--- config.mk ---
export PLATFORM = sky130hd
export DESIGN_NAME = cga_palette_quantizer_top_flat
export DESIGN_NICKNAME = d
export VERILOG_FILES = /design/src/cga_pq_pkg.sv /design/src/cga_pq_if.sv /design/src/cga_palette_quantizer_top.sv /design/src/flat_wrapper.sv
export VERILOG_INCLUDE_DIRS = /design/src /design/src/src
export SDC_FILE = /design/constraint.sdc
export NUM_CORES = 2
export LEC_CHECK = 0
export ABC_AREA = 1
export BUFFER_PORTS_ARGS = -buffer_cell sky130_fd_sc_hd__buf_2
export CORE_MARGIN = 5
export CORE_UTILIZATION = 50
export CTS_CLUSTER_SIZE = 8
export DETAILED_ROUTE_END_ITERATION = 16
export HOLD_SLACK_MARGIN = 0.12
export PLACE_DENSITY_LB_ADDON = 0.05
export SYNTH_ARGS = -nofsm -noshare
export SYNTH_HDL_FRONTEND = slang
export SYNTH_SLANG_ARGS = --single-unit
export TNS_END_PERCENT = 100
--- constraint.sdc ---
create_clock -name clk -period 12 [get_ports clk]
set_input_delay 0.6 -clock clk [delete_from_list [all_inputs] [get_ports clk]]
set_output_delay 0.6 -clock clk [all_outputs]
set_load 0.02 [all_outputs]
--- src/cga_palette_quantizer_top_macros.svh ---
// ----------------------------------------------------------------------------
// cga palette quantizer assertion macros
// shared checks written against the module's clk and arst_n
// ----------------------------------------------------------------------------
`ifndef CGA_PALETTE_QUANTIZER_TOP_MACROS_SVH
`define CGA_PALETTE_QUANTIZER_TOP_MACROS_SVH

// same-cycle implication, idle during reset
`define CGA_PQ_ASSERT_NOW(lbl, ante, cons, msg) \
	lbl: assert property (@(posedge clk) disable iff (!arst_n) (ante) |-> (cons)) \
		else $error(msg);

// next-cycle implication, idle during reset
`define CGA_PQ_ASSERT_NEXT(lbl, ante, cons, msg) \
	lbl: assert property (@(posedge clk) disable iff (!arst_n) (ante) |=> (cons)) \
		else $error(msg);

`endif

--- src/cga_pq_pkg.sv ---
// ----------------------------------------------------------------------------
// cga palette quantizer package
// field widths, distance width and the fixed 16-entry palette
// ----------------------------------------------------------------------------
package cga_pq_pkg;

	localparam int COLOR_W  = 8;
	localparam int INDEX_W  = 4;
	localparam int SQ_W     = 2 * COLOR_W;
	// three squared 8-bit differences fit in 18 bits
	localparam int DIST_W   = SQ_W + 2;
	localparam int PAL_MAX  = 16;

	typedef logic [COLOR_W-1:0] color_t;
	typedef logic [INDEX_W-1:0] index_t;
	typedef logic [SQ_W-1:0]    sq_t;
	typedef logic [DIST_W-1:0]  dist_t;

	// initial best distance, 3 * 255^2
	localparam dist_t START_DIST = dist_t'(3 * 255 * 255);

	typedef struct packed {
		color_t red;
		color_t green;
		color_t blue;
	} rgb_t;

	// palette entries in index order
	localparam rgb_t CGA_PALETTE [PAL_MAX] = '{
		'{red: 8'd0,   green: 8'd0,   blue: 8'd0},
		'{red: 8'd0,   green: 8'd0,   blue: 8'd170},
		'{red: 8'd0,   green: 8'd170, blue: 8'd0},
		'{red: 8'd0,   green: 8'd170, blue: 8'd170},
		'{red: 8'd170, green: 8'd0,   blue: 8'd0},
		'{red: 8'd170, green: 8'd0,   blue: 8'd170},
		'{red: 8'd170, green: 8'd85,  blue: 8'd0},
		'{red: 8'd170, green: 8'd170, blue: 8'd170},
		'{red: 8'd85,  green: 8'd85,  blue: 8'd85},
		'{red: 8'd85,  green: 8'd85,  blue: 8'd255},
		'{red: 8'd85,  green: 8'd255, blue: 8'd85},
		'{red: 8'd85,  green: 8'd255, blue: 8'd255},
		'{red: 8'd255, green: 8'd85,  blue: 8'd85},
		'{red: 8'd255, green: 8'd85,  blue: 8'd255},
		'{red: 8'd255, green: 8'd255, blue: 8'd85},
		'{red: 8'd255, green: 8'd255, blue: 8'd255}
	};

	// absolute difference of two color components
	function automatic color_t abs_diff(input color_t a, input color_t b);
		color_t d;
		d = (a > b) ? (a - b) : (b - a);
		return d;
	endfunction

endpackage

--- src/cga_pq_if.sv ---
// ----------------------------------------------------------------------------
// cga palette quantizer stream interfaces
// pixel words in, palette index words out, valid/ready handshake
// ----------------------------------------------------------------------------

// pixel word channel
interface cga_pq_pixel_if;
	import cga_pq_pkg::*;

	logic   valid;
	logic   ready;
	color_t blue;
	color_t green;
	color_t red;

	modport source (output valid, output blue, output green, output red, input ready);
	modport sink   (input valid, input blue, input green, input red, output ready);
endinterface

// palette index word channel
interface cga_pq_index_if;
	import cga_pq_pkg::*;

	logic   valid;
	logic   ready;
	index_t color_index;

	modport source (output valid, output color_index, input ready);
	modport sink   (input valid, input color_index, output ready);
endinterface

--- src/cga_palette_quantizer_top.sv ---
// Steps: differences, squares, leaf sums, then the comparison tree up to the root.
// Throughput: one pixel per cycle unless the output stalls; all entries are scored
// in parallel lanes and the argmin runs through a registered binary comparison
// tree, one level per stage. A stall at the output freezes all stages in place.
// Reset (arst_n low) clears the stage valid bits only; data registers are not reset.
// ----------------------------------------------------------------------------
// cga palette quantizer top level
// nearest-color search over the cga palette by squared euclidean distance
// ----------------------------------------------------------------------------
`include "cga_palette_quantizer_top_macros.svh"

module cga_palette_quantizer_top #(
	parameter int PALETTE_ENTRIES = 16
) (
	input  logic           clk,
	input  logic           arst_n,
	cga_pq_pixel_if.sink   pixel,
	cga_pq_index_if.source quant
);
	import cga_pq_pkg::*;

	localparam int LEVELS = $clog2(PALETTE_ENTRIES);
	localparam int LEAVES = 1 << LEVELS;
	localparam int STAGES = 3 + LEVELS;

	// stage valid bits and global advance
	logic [STAGES-1:0] vld_s;
	logic              adv;

	// stage 1: absolute differences, stage 2: squares
	color_t dr_s1 [PALETTE_ENTRIES];
	color_t dg_s1 [PALETTE_ENTRIES];
	color_t db_s1 [PALETTE_ENTRIES];
	sq_t    sr_s2 [PALETTE_ENTRIES];
	sq_t    sg_s2 [PALETTE_ENTRIES];
	sq_t    sb_s2 [PALETTE_ENTRIES];

	// comparison tree in heap order: node n holds min of nodes 2n and 2n+1,
	// leaves LEAVES..2*LEAVES-1 are stage 3, depth d is stage 3+LEVELS-d
	dist_t             tree_dist_s [1:2*LEAVES-1];
	logic [LEVELS-1:0] tree_idx_s  [1:2*LEAVES-1];

	// pipeline moves whenever the output register is empty or drained
	assign adv         = !vld_s[STAGES-1] || quant.ready;
	assign pixel.ready = adv;

	// valid bits travel with the data
	always_ff @(posedge clk or negedge arst_n) begin
		if (!arst_n) begin
			vld_s <= '0;
		end else if (adv) begin
			vld_s <= {vld_s[STAGES-2:0], pixel.valid};
		end
	end

	// per-entry lanes: difference and square
	for (genvar j = 0; j < PALETTE_ENTRIES; j++) begin : g_lane
		always_ff @(posedge clk) begin
			if (adv) begin
				dr_s1[j] <= abs_diff(pixel.red,   CGA_PALETTE[j].red);
				dg_s1[j] <= abs_diff(pixel.green, CGA_PALETTE[j].green);
				db_s1[j] <= abs_diff(pixel.blue,  CGA_PALETTE[j].blue);
				sr_s2[j] <= SQ_W'(dr_s1[j]) * SQ_W'(dr_s1[j]);
				sg_s2[j] <= SQ_W'(dg_s1[j]) * SQ_W'(dg_s1[j]);
				sb_s2[j] <= SQ_W'(db_s1[j]) * SQ_W'(db_s1[j]);
			end
		end
	end

	// tree leaves, absent entries score the largest distance
	for (genvar j = 0; j < LEAVES; j++) begin : g_leaf
		always_ff @(posedge clk) begin
			if (adv) begin
				tree_idx_s[LEAVES+j] <= LEVELS'(j);
				if (j < PALETTE_ENTRIES) begin
					tree_dist_s[LEAVES+j] <= DIST_W'(sr_s2[j]) + DIST_W'(sg_s2[j])
						+ DIST_W'(sb_s2[j]);
				end else begin
					tree_dist_s[LEAVES+j] <= '1;
				end
			end
		end
	end

	// tree nodes, right child wins only when strictly nearer
	for (genvar n = 1; n < LEAVES; n++) begin : g_node
		always_ff @(posedge clk) begin
			if (adv) begin
				if (tree_dist_s[2*n+1] < tree_dist_s[2*n]) begin
					tree_dist_s[n] <= tree_dist_s[2*n+1];
					tree_idx_s[n]  <= tree_idx_s[2*n+1];
				end else begin
					tree_dist_s[n] <= tree_dist_s[2*n];
					tree_idx_s[n]  <= tree_idx_s[2*n];
				end
			end
		end
	end

	// result word from the tree root
	assign quant.valid       = vld_s[STAGES-1];
	assign quant.color_index = INDEX_W'(tree_idx_s[1]);

	// checks
	`CGA_PQ_ASSERT_NOW(a_index_range, quant.valid, quant.color_index < PALETTE_ENTRIES, "index beyond palette")
	`CGA_PQ_ASSERT_NOW(a_dist_below_start, quant.valid, tree_dist_s[1] < START_DIST, "winner not below start distance")
	`CGA_PQ_ASSERT_NEXT(a_stall_freezes, !adv, $stable(vld_s) && $stable(tree_idx_s[1]), "pipeline moved during stall")
	`CGA_PQ_ASSERT_NEXT(a_index_hold, quant.valid && !quant.ready, quant.valid && $stable(quant.color_index), "index word changed while waiting")

endmodule
--- src/flat_wrapper.sv ---
// flat-port wrapper written by rule: the top's interface ports become plain ports
module cga_palette_quantizer_top_flat import cga_pq_pkg::*;
#(
	parameter int PALETTE_ENTRIES = 16
)
  (clk, arst_n, pixel_valid, pixel_blue, pixel_green, pixel_red, pixel_ready, quant_valid, quant_color_index, quant_ready);
  cga_pq_pixel_if pixel_i ();
  cga_pq_index_if quant_i ();
  input  logic clk;
  input  logic arst_n;
  input wire logic [$bits(pixel_i.valid)-1:0] pixel_valid;
  input wire logic [$bits(pixel_i.blue)-1:0] pixel_blue;
  input wire logic [$bits(pixel_i.green)-1:0] pixel_green;
  input wire logic [$bits(pixel_i.red)-1:0] pixel_red;
  output wire logic [$bits(pixel_i.ready)-1:0] pixel_ready;
  output wire logic [$bits(quant_i.valid)-1:0] quant_valid;
  output wire logic [$bits(quant_i.color_index)-1:0] quant_color_index;
  input wire logic [$bits(quant_i.ready)-1:0] quant_ready;
  assign pixel_i.valid = pixel_valid;
  assign pixel_i.blue = pixel_blue;
  assign pixel_i.green = pixel_green;
  assign pixel_i.red = pixel_red;
  assign pixel_ready = pixel_i.ready;
  assign quant_valid = quant_i.valid;
  assign quant_color_index = quant_i.color_index;
  assign quant_i.ready = quant_ready;
  cga_palette_quantizer_top #(.PALETTE_ENTRIES(PALETTE_ENTRIES)) u_core (.clk(clk), .arst_n(arst_n), .pixel(pixel_i), .quant(quant_i));
endmodule
; ---- After elaboration in Yosys (flattened, before gate mapping)
; Memories as Yosys holds them, arrays and structs flattened.
; Cells that the tools add are included.
[word_totals]
output_inout_bits = 6
mem_count = 8
ram_bits = 1834
input_bits = 28
wordCells = 303
register_bits = 7
[classes]
mux = 134
n_mul = 48
addsub = 53
n_reduce_logical = 2
magnitude_cmp = 27
n_bitwise = 30
[memory_table]
columns = memory, words, width, rd, rd_ports_with_merged_regs, wr, line
row1 = u_core.tree_dist_s, 31, 18, 30, 0, 31, cga_palette_quantizer_top.sv:40  ; dist_t tree_dist_s [1:2*LEAVES-1];
row2 = u_core.sb_s2, 16, 16, 16, 0, 16, cga_palette_quantizer_top.sv:36  ; sq_t sb_s2 [PALETTE_ENTRIES];
row3 = u_core.sg_s2, 16, 16, 16, 0, 16, cga_palette_quantizer_top.sv:35  ; sq_t sg_s2 [PALETTE_ENTRIES];
row4 = u_core.sr_s2, 16, 16, 16, 0, 16, cga_palette_quantizer_top.sv:34  ; sq_t sr_s2 [PALETTE_ENTRIES];
row5 = u_core.db_s1, 16, 8, 16, 0, 16, cga_palette_quantizer_top.sv:33  ; color_t db_s1 [PALETTE_ENTRIES];
row6 = u_core.dg_s1, 16, 8, 16, 0, 16, cga_palette_quantizer_top.sv:32  ; color_t dg_s1 [PALETTE_ENTRIES];
row7 = +2 memories, --, --, --, --, --, --
[op_table]
columns = operator, count
row1 = $mul A8 B8 Y16, 48
row2 = $add A18 B16 Y18, 16
row3 = $add A16 B16 Y17, 16
row4 = $lt A18 B18 Y1, 15
row5 = $mux W18, 15
row6 = $mux W8, 12
row7 = $mux W1, 92
row8 = $mux W4, 15
row9 = $gt A8 B8 Y1 const B, 6
row10 = $sub A8 B8 Y8 const A, 6
row11 = $sub A8 B8 Y8 const B, 6
row12 = $or A1 B1 Y1, 30
row13 = $gt A8 B1 Y1 const B, 3
row14 = $gt A8 B7 Y1 const B, 3
row15 = $sub A1 B8 Y8 const A, 3
row16 = $sub A7 B8 Y8 const A, 3
row17 = $sub A8 B7 Y8 const B, 3
row18 = $logic_not A1 Y1, 1
row19 = $logic_or A1 B1 Y1, 1

; ---- Logic depth before layout (Yosys ltp)
; An unclocked memory read counts as a cell.
[depth]
depth_word = 6
depth_mapped = 19
depth_no_buf = 19

; ---- Worst setup path after synthesis
; No wires, ideal clock.
[synth_timing]
path_kind = in2reg
start = input quant_ready
end = memory u_core.db_s1[14][0] (netlist bit) (enable)
setup_slack_ns = -1.478
setup_time_ns = 3.923
arrival_time_ns = 9.554
t_required_ns = 8.077
path_buffers = 0
cell_stages = 2
cell_sequence = inv_1 -> nand2_1
[synth_lines]
columns = element, line
row1 = "start, declared", flat_wrapper.sv:18  ; input wire logic [$bits(quant_i.ready)-1:0] quant_ready;
row2 = "end, declared", cga_palette_quantizer_top.sv:33

==> reports/qor.yml <==
final_util_pct: 53.5
die-area_sq_mm: 0.165
drtIter0Drc: 4758
first_global_vias: 60100
vias: 62800
die_w_microns: 406
synthXorXnorAreaFrac_pct: 6.03
fmax_mhz: 224
gp_congestion: 0.963
grt_max_degree: 133
synth-edff-count: 822
path_buf_inv: 3
worst_pin_slew_ns: 1.14
clk_latency_ns: 0.74
crit_type: "flop to flop"
dieHeight_microns: 406
worstPathArrival_ns: 4.92
synthArstFlopShare_pct: 0.844
synth_simple_gate_area_share_pct: 22.6
synthFlopType: "edfxtp_1"
antenna_found_initial: 8
io_pins: 34
fin_crit_ns: 4.47
yosys_warnings: 0
cts_tree: "done"
max_stage_delay_ns: 0.67
cts_resized: 0
worstHoldPathType: "primary input to flop"
clkTransAtPathRegs_ns: 0.05
fin_tns_setup_ns: 0
routedWlPerCell_microns: 18.4
fill_cells: 15000
crit_family: "adder cells"
fin_crit_sh_pct: 37.3
initial_core_util_pct: 50.2
cts.path.max_buffers: 3
clockRootBuffer: "clkbuf_16"
synthesis.area_sq_mm: 0.0783
cp-start-kind: "flop"
ys_seq_elements: 829
htree_levels: 3
required_ns: 12.45
port_buffers: 33
cp_slowest_cell: "edfxtp_1"
grt_first_pass_wirelength_microns: 339000
std_cell_rows: 145
yosysUniqueCellTypes: 52
fin_worst_skew_ns: 0.0645
yosys-mux-area-fraction_pct: 0.0272
fin_nets: 11000
syn_inst: 9731
slew_headroom_pct: 24.1
synth_compound_area_share_pct: 6.84
crit_chain: "nand2_1 -> inv_1 -> fa_1 -> fa_1 -> inv_1 -> fa_1 -> fa_1 -> inv_1 -> ha_1 -> a21oi_1 -> o21ai_0 -> nand2_1 -> nand4_1 -> xnor2_1"
final_antenna_net_count: 0
slew_viol_final: 0
path_common_cell: "fa_1"
end_kind: "flop"
synthAdderAreaFrac_pct: 23.9
syn_area_per_cell_sq_um: 8.04
cts_sinks: 829
multi_input_area_sq_mm: 0.0466
synthToLayoutAreaGrowth_pct: 6.72
vias_per_cell: 5.32
seq_area_frac_synth_pct: 31.8
cts_buffers: 118
rsz0062_at_grt: "no"
post_cts_buffers: 0
status: "completed"
finalWirelength_microns: 217000
crit_path_max_fanout: 17
synth_top_family_by_area: "adder cells"
grt_util_all_layers_pct: 26.4
dpl.hpwl_microns: 177000
ctsHoldBuffers: 2
coreArea_sq_mm: 0.156
setup_viol: 0
register_area_sq_mm: 0.0249
drcViolationCount: 0
finalHoldViolCount: 0
gr-total-overflow: 0
maxCapViolCount: 0
drt_first_pass_iters: 6
drive_above_1_share_pct: 2.41
worst paths after layout:
kind                                     from                   end  slack, ns  depth (start not counted)
setup / recovery           u_core.dr_s1[4][0]  u_core.sr_s2[0][111]       7.53                         14
hold / removal                 pixel_green[0]    u_core.dg_s1[2][0]       0.21                          1
setup reg to reg           u_core.dr_s1[4][0]  u_core.sr_s2[0][111]       7.53                         14
hold reg to reg               u_core.vld_s[5]       u_core.vld_s[6]       0.45                          2
max in group asynchronous              arst_n       u_core.vld_s[2]      11.56                          2
min in group asynchronous              arst_n       u_core.vld_s[6]       0.29                          2
layout make-up:
type,count,share of cell area (%)
diodes,1,0.00300
clock buffers,142,3.64
clock inverters,19,0.395
inverters,1550,6.98
multi-input cells,7143,55.7
flip-flops and latches,829,29.8
well taps,2058,3.08
repair buffers,53,0.398
layer usage:
layer / wire, microns / GRT usage, % / up-vias
met2: 93300 / 40.7 / 1572
met4: 5680 / 6.65 / 2
met1: 106000 / 39.7 / 29400
met3: 12000 / 2.74 / 300
met5: 20 / 0 / -
li1: - / - / 31500
cell usage after synthesis (all sizes together), types with 50 or more instances:
| master | n | share of area (%) |
|---|---|---|
| a21o | 94 | 0.90 |
| o21ai | 288 | 1.9 |
| xor2 | 428 | 4.8 |
| ha | 999 | 16 |
| nand4 | 54 | 0.43 |
| xnor2 | 111 | 1.2 |
| a21oi | 509 | 3.3 |
| nand3 | 793 | 5.1 |
| nor3 | 50 | 0.33 |
| fa | 310 | 7.9 |
| clkbuf | 128 | 0.61 |
| nor2 | 720 | 3.5 |
| inv | 1550 | 7.4 |
| nand2 | 2629 | 13 |
| buf | 82 | 0.73 |
| edfxtp | 822 | 32 |
per-stage QoR:
stage          setup slack [ns]  instances  area, sq um  hold slack (ns)
4_1_cts                    7.49      11800        83500            0.140
2_1_floorplan              2.64       9732        78300            0.304
3_3_place_gp               7.57      11600        80100            0.434
6_report                   7.53      11800        83500            0.209
5_1_grt                    7.27      11800        83500            0.176
3_5_place_dp               7.54      11600        80100            0.439
layout by cell type (no fill, tap or decap), types with 54 or more instances in the layout:
cell type,netlist,routed
xnor2_1,111,111
inv_1,1541,1541
nand2_1,2618,2616
a21o_1,94,94
clkbuf_16,0,118
nor2_1,714,714
ha_1,999,999
o21ai_0,264,264
nand3_1,784,784
edfxtp_1,822,822
a21oi_1,507,507
xor2_1,428,428
nand4_1,54,54
fa_1,310,310
registers in the layout, indices dropped and copies added (netlist names):
name	count
u_core.sg_s2	59
u_core.dr_s1	31
u_core.vld_s	7
u_core.sb_s2	59
u_core.tree_idx_s	26
u_core.tree_dist_s	526
u_core.sr_s2	59
u_core.db_s1	31
u_core.dg_s1	31
logic make-up after synthesis:
| group | after synthesis |
|---|---|
| multiplexers | 2 |
| XOR/XNOR | 539 |
| other | 1 |
| adder cells (fa/ha/maj) | 1309 |
| AO/OA/AOI/OAI | 979 |
| flip-flops | 829 |
| buffers and inverters | 1760 |
| AND/OR/NAND/NOR | 4312 |
worst reg2reg max path: stages (launching register included):
cell,delay (ns)
edfxtp_1,0.67
nand2_1,0.22
inv_1,0.10
fa_1,0.46
fa_1,0.52
inv_1,0.05
fa_1,0.51
fa_1,0.56
inv_1,0.04
ha_1,0.33
a21oi_1,0.25
o21ai_0,0.16
nand2_1,0.08
nand4_1,0.10
xnor2_1,0.14
Power is not shown: default switching activity piles up to over one toggle a cycle in this logic, so the estimate is an artifact.
